File: src/rtl/bounding_box_and_sphere_macros.svh
`ifndef BOUNDING_BOX_AND_SPHERE_MACROS_SVH
`define BOUNDING_BOX_AND_SPHERE_MACROS_SVH

// same-cycle implication, checked on clk, off while arst_n is low
`define BBS_ASSERT_NOW(label, ante, cons) \
	label: assert property (@(posedge clk) disable iff (!arst_n) (ante) |-> (cons)) \
		else $error("bounding_box_and_sphere: same-cycle check failed");

// next-cycle implication, checked on clk, off while arst_n is low
`define BBS_ASSERT_NEXT(label, ante, cons) \
	label: assert property (@(posedge clk) disable iff (!arst_n) (ante) |=> (cons)) \
		else $error("bounding_box_and_sphere: next-cycle check failed");

`endif

File: src/rtl/bbs_pkg.sv
package bbs_pkg;

	typedef struct packed {
		logic accum;
		logic ext_load;
		logic sq_load;
		logic root_start;
		logic corner_next;
		logic clear;
	} bbs_cmd_t;

	typedef struct packed {
		logic root_done;
		logic corner_last;
	} bbs_stat_t;

	localparam logic [2:0] CORNER_LAST = 3'd7;

	// bit k set: corner k takes the max of that axis
	localparam logic [7:0] USE_MAX_X = 8'b0110_1100;
	localparam logic [7:0] USE_MAX_Y = 8'b1100_0110;
	localparam logic [7:0] USE_MAX_Z = 8'b1111_0000;

endpackage

File: src/rtl/bounding_box_and_sphere.sv
// Axis-aligned bounding box and bounding sphere of a vertex stream. Vertices
// (signed Q12.12 x,y,z) are taken one per cycle while in_ready is high, and
// the running per-axis min/max is updated. The vertex marked last_vertex is
// folded in, then the block drops in_ready and computes half extents, center
// and radius: extents and center are registered in S_EXT, squares in S_SQ,
// and their sum starts a restoring square root in S_SUM that retires one root
// bit per cycle. Eight corner beats follow in fixed order, each carrying
// center and radius, one per cycle while out_ready is high; in_ready returns
// the cycle after corner 7 is taken, with min/max back at their reset values.
`include "bounding_box_and_sphere_macros.svh"

module bounding_box_and_sphere #(
	parameter int COORD_BITS = 24
) (
	input  logic                         clk,
	input  logic                         arst_n,
	input  logic                         in_valid,
	output logic                         in_ready,
	input  logic signed [COORD_BITS-1:0] vert_x,
	input  logic signed [COORD_BITS-1:0] vert_y,
	input  logic signed [COORD_BITS-1:0] vert_z,
	input  logic                         last_vertex,
	output logic                         out_valid,
	input  logic                         out_ready,
	output logic [2:0]                   corner_index,
	output logic signed [COORD_BITS-1:0] corner_x,
	output logic signed [COORD_BITS-1:0] corner_y,
	output logic signed [COORD_BITS-1:0] corner_z,
	output logic signed [COORD_BITS-1:0] center_x,
	output logic signed [COORD_BITS-1:0] center_y,
	output logic signed [COORD_BITS-1:0] center_z,
	output logic [COORD_BITS-1:0]        radius,
	output logic                         last_corner
);

	bbs_pkg::bbs_cmd_t  cmd;
	bbs_pkg::bbs_stat_t stat;

	bbs_ctrl u_ctrl (
		.clk         (clk),
		.arst_n      (arst_n),
		.in_valid    (in_valid),
		.last_vertex (last_vertex),
		.in_ready    (in_ready),
		.out_valid   (out_valid),
		.out_ready   (out_ready),
		.stat        (stat),
		.cmd         (cmd)
	);

	bbs_dp #(
		.COORD_BITS(COORD_BITS)
	) u_dp (
		.clk          (clk),
		.arst_n       (arst_n),
		.cmd          (cmd),
		.stat         (stat),
		.vert_x       (vert_x),
		.vert_y       (vert_y),
		.vert_z       (vert_z),
		.corner_index (corner_index),
		.corner_x     (corner_x),
		.corner_y     (corner_y),
		.corner_z     (corner_z),
		.center_x     (center_x),
		.center_y     (center_y),
		.center_z     (center_z),
		.radius       (radius)
	);

	assign last_corner = stat.corner_last;

	`BBS_ASSERT_NOW(a_no_overlap, in_ready, !out_valid)
	`BBS_ASSERT_NOW(a_last_tag, out_valid, last_corner == (corner_index == bbs_pkg::CORNER_LAST))
	`BBS_ASSERT_NEXT(a_reopen, out_valid && out_ready && last_corner, in_ready && !out_valid)
	`BBS_ASSERT_NEXT(a_corner_step, out_valid && out_ready && !last_corner, out_valid && (corner_index == $past(corner_index) + 3'd1))

endmodule

File: src/rtl/bbs_isqrt.sv
module bbs_isqrt #(
	parameter int ROOT_BITS = 24
) (
	input  logic                     clk,
	input  logic                     arst_n,
	input  logic                     start,
	input  logic [2*ROOT_BITS-1:0]   radicand,
	output logic [ROOT_BITS-1:0]     root,
	output logic                     done
);

	localparam int RAD_W = 2 * ROOT_BITS;
	localparam int REM_W = ROOT_BITS + 2;
	localparam int CNT_W = $clog2(ROOT_BITS);

	logic [RAD_W-1:0]     rad_q;
	logic [REM_W-1:0]     rem_q;
	logic [REM_W-1:0]     rem_sh;
	logic [REM_W-1:0]     trial;
	logic [ROOT_BITS-1:0] root_q;
	logic [CNT_W-1:0]     cnt_q;
	logic                 busy_q;
	logic                 done_q;
	logic                 fits;

	always_comb begin
		rem_sh = {rem_q[REM_W-3:0], rad_q[RAD_W-1 -: 2]};
		trial  = {root_q, 2'b01};
		fits   = (rem_sh >= trial);
	end

	always_ff @(posedge clk or negedge arst_n) begin
		if (!arst_n) begin
			busy_q <= 1'b0;
			done_q <= 1'b0;
			cnt_q  <= '0;
		end else begin
			done_q <= 1'b0;
			if (start) begin
				busy_q <= 1'b1;
				cnt_q  <= CNT_W'(ROOT_BITS - 1);
			end else if (busy_q) begin
				if (cnt_q == '0) begin
					busy_q <= 1'b0;
					done_q <= 1'b1;
				end else begin
					cnt_q <= cnt_q - 1'b1;
				end
			end
		end
	end

	always_ff @(posedge clk) begin
		if (start) begin
			rad_q  <= radicand;
			rem_q  <= '0;
			root_q <= '0;
		end else if (busy_q) begin
			rad_q  <= {rad_q[RAD_W-3:0], 2'b00};
			rem_q  <= fits ? (rem_sh - trial) : rem_sh;
			root_q <= {root_q[ROOT_BITS-2:0], fits};
		end
	end

	assign root = root_q;
	assign done = done_q;

endmodule

File: src/rtl/bbs_dp.sv
module bbs_dp #(
	parameter int COORD_BITS = 24
) (
	input  logic                         clk,
	input  logic                         arst_n,
	input  bbs_pkg::bbs_cmd_t            cmd,
	output bbs_pkg::bbs_stat_t           stat,
	input  logic signed [COORD_BITS-1:0] vert_x,
	input  logic signed [COORD_BITS-1:0] vert_y,
	input  logic signed [COORD_BITS-1:0] vert_z,
	output logic [2:0]                   corner_index,
	output logic signed [COORD_BITS-1:0] corner_x,
	output logic signed [COORD_BITS-1:0] corner_y,
	output logic signed [COORD_BITS-1:0] corner_z,
	output logic signed [COORD_BITS-1:0] center_x,
	output logic signed [COORD_BITS-1:0] center_y,
	output logic signed [COORD_BITS-1:0] center_z,
	output logic [COORD_BITS-1:0]        radius
);

	localparam int H_W  = COORD_BITS - 1;
	localparam int SQ_W = 2 * H_W;
	localparam int SUM_W = 2 * COORD_BITS;
	localparam logic signed [COORD_BITS-1:0] POS_MAX = {1'b0, {(COORD_BITS-1){1'b1}}};
	localparam logic signed [COORD_BITS-1:0] NEG_MAX = {1'b1, {(COORD_BITS-1){1'b0}}};

	logic signed [COORD_BITS-1:0] min_x_q, min_y_q, min_z_q;
	logic signed [COORD_BITS-1:0] max_x_q, max_y_q, max_z_q;
	logic signed [COORD_BITS-1:0] ctr_x_q, ctr_y_q, ctr_z_q;
	logic [H_W-1:0]               h_x_q, h_y_q, h_z_q;
	logic [SQ_W-1:0]              sq_x_q, sq_y_q, sq_z_q;
	logic [COORD_BITS:0]          dif_x, dif_y, dif_z;
	logic [H_W-1:0]               h_x, h_y, h_z;
	logic [SUM_W-1:0]             sum_sq;
	logic [2:0]                   corner_q;
	logic                         root_done;

	always_ff @(posedge clk or negedge arst_n) begin
		if (!arst_n) begin
			min_x_q <= POS_MAX;
			min_y_q <= POS_MAX;
			min_z_q <= POS_MAX;
			max_x_q <= NEG_MAX;
			max_y_q <= NEG_MAX;
			max_z_q <= NEG_MAX;
		end else if (cmd.clear) begin
			min_x_q <= POS_MAX;
			min_y_q <= POS_MAX;
			min_z_q <= POS_MAX;
			max_x_q <= NEG_MAX;
			max_y_q <= NEG_MAX;
			max_z_q <= NEG_MAX;
		end else if (cmd.accum) begin
			if (vert_x < min_x_q) min_x_q <= vert_x;
			if (vert_y < min_y_q) min_y_q <= vert_y;
			if (vert_z < min_z_q) min_z_q <= vert_z;
			if (vert_x > max_x_q) max_x_q <= vert_x;
			if (vert_y > max_y_q) max_y_q <= vert_y;
			if (vert_z > max_z_q) max_z_q <= vert_z;
		end
	end

	always_ff @(posedge clk or negedge arst_n) begin
		if (!arst_n) begin
			corner_q <= '0;
		end else if (cmd.corner_next) begin
			corner_q <= corner_q + 3'd1;
		end
	end

	always_comb begin
		dif_x = {max_x_q[COORD_BITS-1], max_x_q} - {min_x_q[COORD_BITS-1], min_x_q};
		dif_y = {max_y_q[COORD_BITS-1], max_y_q} - {min_y_q[COORD_BITS-1], min_y_q};
		dif_z = {max_z_q[COORD_BITS-1], max_z_q} - {min_z_q[COORD_BITS-1], min_z_q};
		h_x   = dif_x[COORD_BITS-1:1];
		h_y   = dif_y[COORD_BITS-1:1];
		h_z   = dif_z[COORD_BITS-1:1];
		sum_sq = SUM_W'(sq_x_q) + SUM_W'(sq_y_q) + SUM_W'(sq_z_q);
	end

	always_ff @(posedge clk) begin
		if (cmd.ext_load) begin
			h_x_q   <= h_x;
			h_y_q   <= h_y;
			h_z_q   <= h_z;
			ctr_x_q <= max_x_q - $signed({1'b0, h_x});
			ctr_y_q <= max_y_q - $signed({1'b0, h_y});
			ctr_z_q <= max_z_q - $signed({1'b0, h_z});
		end
		if (cmd.sq_load) begin
			sq_x_q <= h_x_q * h_x_q;
			sq_y_q <= h_y_q * h_y_q;
			sq_z_q <= h_z_q * h_z_q;
		end
	end

	bbs_isqrt #(
		.ROOT_BITS(COORD_BITS)
	) u_isqrt (
		.clk      (clk),
		.arst_n   (arst_n),
		.start    (cmd.root_start),
		.radicand (sum_sq),
		.root     (radius),
		.done     (root_done)
	);

	always_comb begin
		stat.root_done   = root_done;
		stat.corner_last = (corner_q == bbs_pkg::CORNER_LAST);
	end

	assign corner_index = corner_q;
	assign corner_x     = bbs_pkg::USE_MAX_X[corner_q] ? max_x_q : min_x_q;
	assign corner_y     = bbs_pkg::USE_MAX_Y[corner_q] ? max_y_q : min_y_q;
	assign corner_z     = bbs_pkg::USE_MAX_Z[corner_q] ? max_z_q : min_z_q;
	assign center_x     = ctr_x_q;
	assign center_y     = ctr_y_q;
	assign center_z     = ctr_z_q;

endmodule

File: src/rtl/bbs_ctrl.sv
module bbs_ctrl (
	input  logic               clk,
	input  logic               arst_n,
	input  logic               in_valid,
	input  logic               last_vertex,
	output logic               in_ready,
	output logic               out_valid,
	input  logic               out_ready,
	input  bbs_pkg::bbs_stat_t stat,
	output bbs_pkg::bbs_cmd_t  cmd
);

	typedef enum logic [2:0] {
		S_IDLE,
		S_EXT,
		S_SQ,
		S_SUM,
		S_ROOT,
		S_EMIT
	} state_t;

	state_t state_q;
	logic   in_ready_q;
	logic   out_valid_q;
	logic   in_beat;
	logic   out_beat;

	assign in_beat  = in_valid & in_ready_q;
	assign out_beat = out_valid_q & out_ready;

	always_comb begin
		cmd.accum       = in_beat;
		cmd.ext_load    = (state_q == S_EXT);
		cmd.sq_load     = (state_q == S_SQ);
		cmd.root_start  = (state_q == S_SUM);
		cmd.corner_next = out_beat;
		cmd.clear       = out_beat & stat.corner_last;
	end

	always_ff @(posedge clk or negedge arst_n) begin
		if (!arst_n) begin
			state_q     <= S_IDLE;
			in_ready_q  <= 1'b1;
			out_valid_q <= 1'b0;
		end else begin
			case (state_q)
				S_IDLE: begin
					if (in_beat && last_vertex) begin
						state_q    <= S_EXT;
						in_ready_q <= 1'b0;
					end
				end
				S_EXT: begin
					state_q <= S_SQ;
				end
				S_SQ: begin
					state_q <= S_SUM;
				end
				S_SUM: begin
					state_q <= S_ROOT;
				end
				S_ROOT: begin
					if (stat.root_done) begin
						state_q     <= S_EMIT;
						out_valid_q <= 1'b1;
					end
				end
				S_EMIT: begin
					if (out_beat && stat.corner_last) begin
						state_q     <= S_IDLE;
						out_valid_q <= 1'b0;
						in_ready_q  <= 1'b1;
					end
				end
				default: begin
					state_q     <= S_IDLE;
					in_ready_q  <= 1'b1;
					out_valid_q <= 1'b0;
				end
			endcase
		end
	end

	assign in_ready  = in_ready_q;
	assign out_valid = out_valid_q;

endmodule
File: config.mk
export PLATFORM = sky130hd
export DESIGN_NAME = bounding_box_and_sphere
export DESIGN_NICKNAME = d
export VERILOG_FILES = /design/src/rtl/bbs_pkg.sv /design/src/rtl/bounding_box_and_sphere.sv /design/src/rtl/bbs_isqrt.sv /design/src/rtl/bbs_dp.sv /design/src/rtl/bbs_ctrl.sv
export VERILOG_INCLUDE_DIRS = /design/src /design/src/rtl
export SDC_FILE = /design/constraint.sdc
export NUM_CORES = 2
export LEC_CHECK = 0
export ABC_CLOCK_PERIOD_IN_PS = 12350
export BUFFER_PORTS_ARGS = -buffer_cell sky130_fd_sc_hd__buf_2
export CORE_MARGIN = 2
export CORE_UTILIZATION = 38
export DETAILED_ROUTE_END_ITERATION = 12
export GPL_ROUTABILITY_DRIVEN = 1
export GPL_TIMING_DRIVEN = 0
export PLACE_DENSITY = 0.53
export SLEW_MARGIN = 10
export SYNTH_ARGS = -nofsm -noshare
export SYNTH_HDL_FRONTEND = slang
export SYNTH_SLANG_ARGS = --single-unit
File: constraint.sdc
create_clock -name clk -period 12.35 [get_ports clk]
set_clock_uncertainty 0.15 [all_clocks]
set_input_delay 2.47 -clock clk [delete_from_list [all_inputs] [get_ports clk]]
set_output_delay 2.47 -clock clk [all_outputs]
set_load 0.02 [all_outputs]
==> summary.md <==
| Metric | Value |
|---|---|
| Status | `finished, final reports clean` |
| WS Path Type | `flip-flop to flip-flop` |
| Worst-path clk slew | `60 ps` |
| Mapped Cells | `approximately 8400` |
| Detail Placement HPWL | `roughly 190000 µm` |
| Iteration count of the initial detailed-routing pass | `5` |
| Sequential share of the synthesized area | `0.187` |
| Area grow syn2layout | `9.47%` |
| RSZ-0062 raised after global routing | `no` |
| Post-synth top flop | `edfxtp_1` |
| Largest net degree at the start of global routing | `82` |
| Syn avg cell area | `9.43 µm²` |
| Adder-Cell Fraction of Synth Area | `0.440` |
| Slowest stage delay, CP | `680 ps` |
| Via count | `58810` |
| Number of max-cap violations | `0` |
| CTS Buf Count | `71` |
| WL/cell | `20.1 µm` |
| Kind of end point of the critical path | `flip-flop` |
| TritonCTS clock tree | `built` |
| Fillers | `just over 20000` |
| Drt total wl | `231000 µm` |
| P_leak | `about 43 nW` |
| Share of layout cells above drive strength 1 | `0.0645` |
| Max-slew headroom | `0.204` |
| Post-route minimum period | `~9500 ps` |
| Worst path most repeated cell | `fa_1` |
| DRC viols | `0` |
| Largest family of logic cells by synthesized area | `adder cells` |
| Yosys top cell by area | `fa_1` |
| Worst hold path startpoint | `u_dp.u_isqrt.rem_q[23]` |
| Critical path's slowest cell | `buf_1` |
| Post-CTS sizing | `0` |
| Site row count | `167` |
| Total GRT Usage | `0.223` |
| VDD IR max | `0.160 mV` |
| PnR Total Power | `around 7.6 mW` |
| Post-Syn Nets | `10518` |
| Max Clock Freq | `around 110 MHz` |
| Inst Count DP | `11349` |
| Post-CTS Hold Buffers | `0` |
| Synth async-reset ratio | `0.299` |
| Setup Buffers After CTS | `0` |
| Yosys cell types | `96` |
| Initial DRC Count | `3437` |
| Fin crit share | `0.770` |
| Reg-to-reg startpoint | `u_dp.h_x_q[6]` |
| Most common cell in the netlist | `inv_1` |
| GPL Wtd Cong | `0.932` |
| CP Data Arrival Time | `9800 ps` |
| Vias per cell | `5.12` |
| CORE AREA | `207000 µm²` |
| Mux share of post-synthesis cell area | `0.0105` |
| Clk Latency, worst-skew pair | `710 ps` |
| Initial antenna violation count | `10` |
| Max clock buf depth | `3` |
| Synth warnings | `0` |
| Worst Max-Slew Pin Slew | `1190 ps` |
| Max Slew Vio Count | `0` |
| IO Pins | `around 250` |
| Post-DRT Antenna Nets | `0` |
| Synth area leaders | `fa_1 29%, ha_1 15%, edfxtp_1 12%` |
| Number of flops mapped to enable cells by yosys | `between 300 and 400` |
| Die area | `211000 µm²` |
| Die Y | `460 µm` |
| Worst-path fanout max | `10` |
| Vias in the first global route | `62549` |
| Setup-failing EPs final | `0` |
| Die width | `460 µm` |
| Cell area after layout | `86300 µm²` |
| CTS Root Cell | `clkbuf_16` |
| CP startpoint | `u_dp.h_x_q[6]` |
| Clk sinks | `531` |
| Synth Area in Simple Gates | `0.120` |
| Final non-filler cell total | `around 11000` |
| Overflow after GRT | `0` |
| Nets | `10873` |
| Register bit total from synthesis | `531` |
| Hold Violations, Final | `0` |
| PortBufs | `250` |
| Placed Instance Area | `~84000 µm²` |
| Compound-cell area share of the yosys netlist | `0.103` |
| # H-tree levels | `3` |
| Share of the synthesized area in the top cell type | `0.295` |
| Synthesized area | `between 70000 and 80000 µm²` |
| Crit start category | `flip-flop` |
| XOR/XNOR Fraction of Synth Area | `0.0419` |
| Commonest cells post-synth | `1786 x inv_1, 1162 x fa_1, 916 x ha_1` |
| Worst EP required | `roughly 13000 ps` |
| Worst min path class | `flip-flop to flip-flop` |
| Pwr/cell area | `88.3 nW/µm²` |
| First-pass GRT wire length | `364000 µm` |
| Initial Util | `0.382` |
## final cells by class
| cell class | instances | area, µm² | share of cell area |
|---|---|---|---|
| well taps | 2704 | 3380 | 0.0392 |
| clock buffers | 89 | 1920 | 0.0222 |
| plain buffers | 252 | 982 | 0.0114 |
| diodes | 7 | 17.5 | 0.000203 |
| repair buffers | 282 | 1570 | 0.0182 |
| multi-input cells | 5792 | 56400 | 0.654 |
| inverters | 1788 | 6710 | 0.0777 |
| flip-flops and latches | 531 | 14800 | 0.171 |
| clock inverters | 41 | 571 | 0.00661 |
## per-layer routing
metal  part of all wire  up-vias  track usage
met5            0.00025        -            0
met4              0.032        8       0.0678
met3              0.049      314       0.0280
met2               0.47     1449        0.369
met1               0.45    29575        0.303
li1                   -    27464            -
## logic make-up (layout without fill, tap and decap cells)
group	Yosys count	in the layout
AOI/OAI and AO/OA	1264	1264
xor gates and xnor gates	377	377
adders and majority gates	2078	2078
buffers and inverters	2040	2452
DFF	531	531
muxes	82	82
other	0	7
and+or+nand+nor	1991	1991
## registers in the layout, indices dropped and copies added (netlist names), 3 cells and up
signal	count
u_dp.min_y_q	24
u_dp.center_x	24
u_dp.u_isqrt.cnt_q	5
u_dp.sq_z_q	45
u_dp.center_y	24
u_dp.h_z_q	23
u_dp.max_z_q	24
u_dp.sq_x_q	45
u_dp.min_z_q	24
u_dp.u_isqrt.rem_q	24
u_dp.sq_y_q	45
u_dp.h_y_q	23
u_dp.h_x_q	23
u_dp.max_x_q	24
u_dp.u_isqrt.root	24
u_ctrl.state_q	3
u_dp.max_y_q	24
u_dp.u_isqrt.rad_q	48
u_dp.min_x_q	24
u_dp.center_z	24
u_dp.corner_index	3
## path summary, 6_finish.rpt
| kind | end | slack, ps | cells past startpoint |
|---|---|---|---|
| worst max register to register | u_dp.sq_x_q[42] | 2840 | 28 |
| worst min-delay path | u_dp.u_isqrt.rem_q[23] | 340 | 2 |
| max in group asynchronous | u_dp.min_z_q[4] | 9480 | 3 |
| min in group asynchronous | u_dp.max_x_q[20] | 1640 | 2 |
| worst max-delay path | u_dp.sq_x_q[42] | 2840 | 28 |
| worst min register to register | u_dp.u_isqrt.rem_q[23] | 340 | 2 |
## power breakdown
| part | internal (mW) | switching, mW | total, mW |
|---|---|---|---|
| clock | 1.33 | 0.887 | 2.21 |
| combinational | 1.09 | 2.09 | 3.19 |
| sequential | 2.14 | 0.0866 | 2.23 |
## worst max-delay path, delay by kind of cell, from the launching register on
family / cells / cell delay [ps]
adder cells (fa/ha/maj): 8 / 3940
AND/OR/NAND/NOR: 4 / 890
XOR/XNOR: 1 / 120
buffers and inverters: 7 / 1640
AO/OA/AOI/OAI: 8 / 1880
flip-flops: 1 / 620
## stage by stage
| step | util | hold slack [ps] | setup TNS [ps] | worst slack [ps] |
|---|---|---|---|---|
| 4_1_cts | 0.418 | 348 | 0 | 2890 |
| 2_1_floorplan | - | 312 | 0 | 287 |
| 6_report | 0.418 | 343 | 0 | 2840 |
| 3_3_place_gp | 0.404 | 334 | -1360110 | -6770 |
| 3_5_place_dp | 0.406 | 340 | 0 | 2950 |
| 5_1_grt | 0.418 | 382 | 0 | 2560 |
## cells in the final DEF, fill, tap and decap left out, drive strengths merged, types with 320 or more instances in the layout
cell type	n
ha	916
nor2	372
edfxtp	324
fa	1162
inv	1793
o21ai	330
a21oi	331
nand2	730
and2	320
clkbuf	321
No activity file was read; power rests on OpenSTA's default activity.
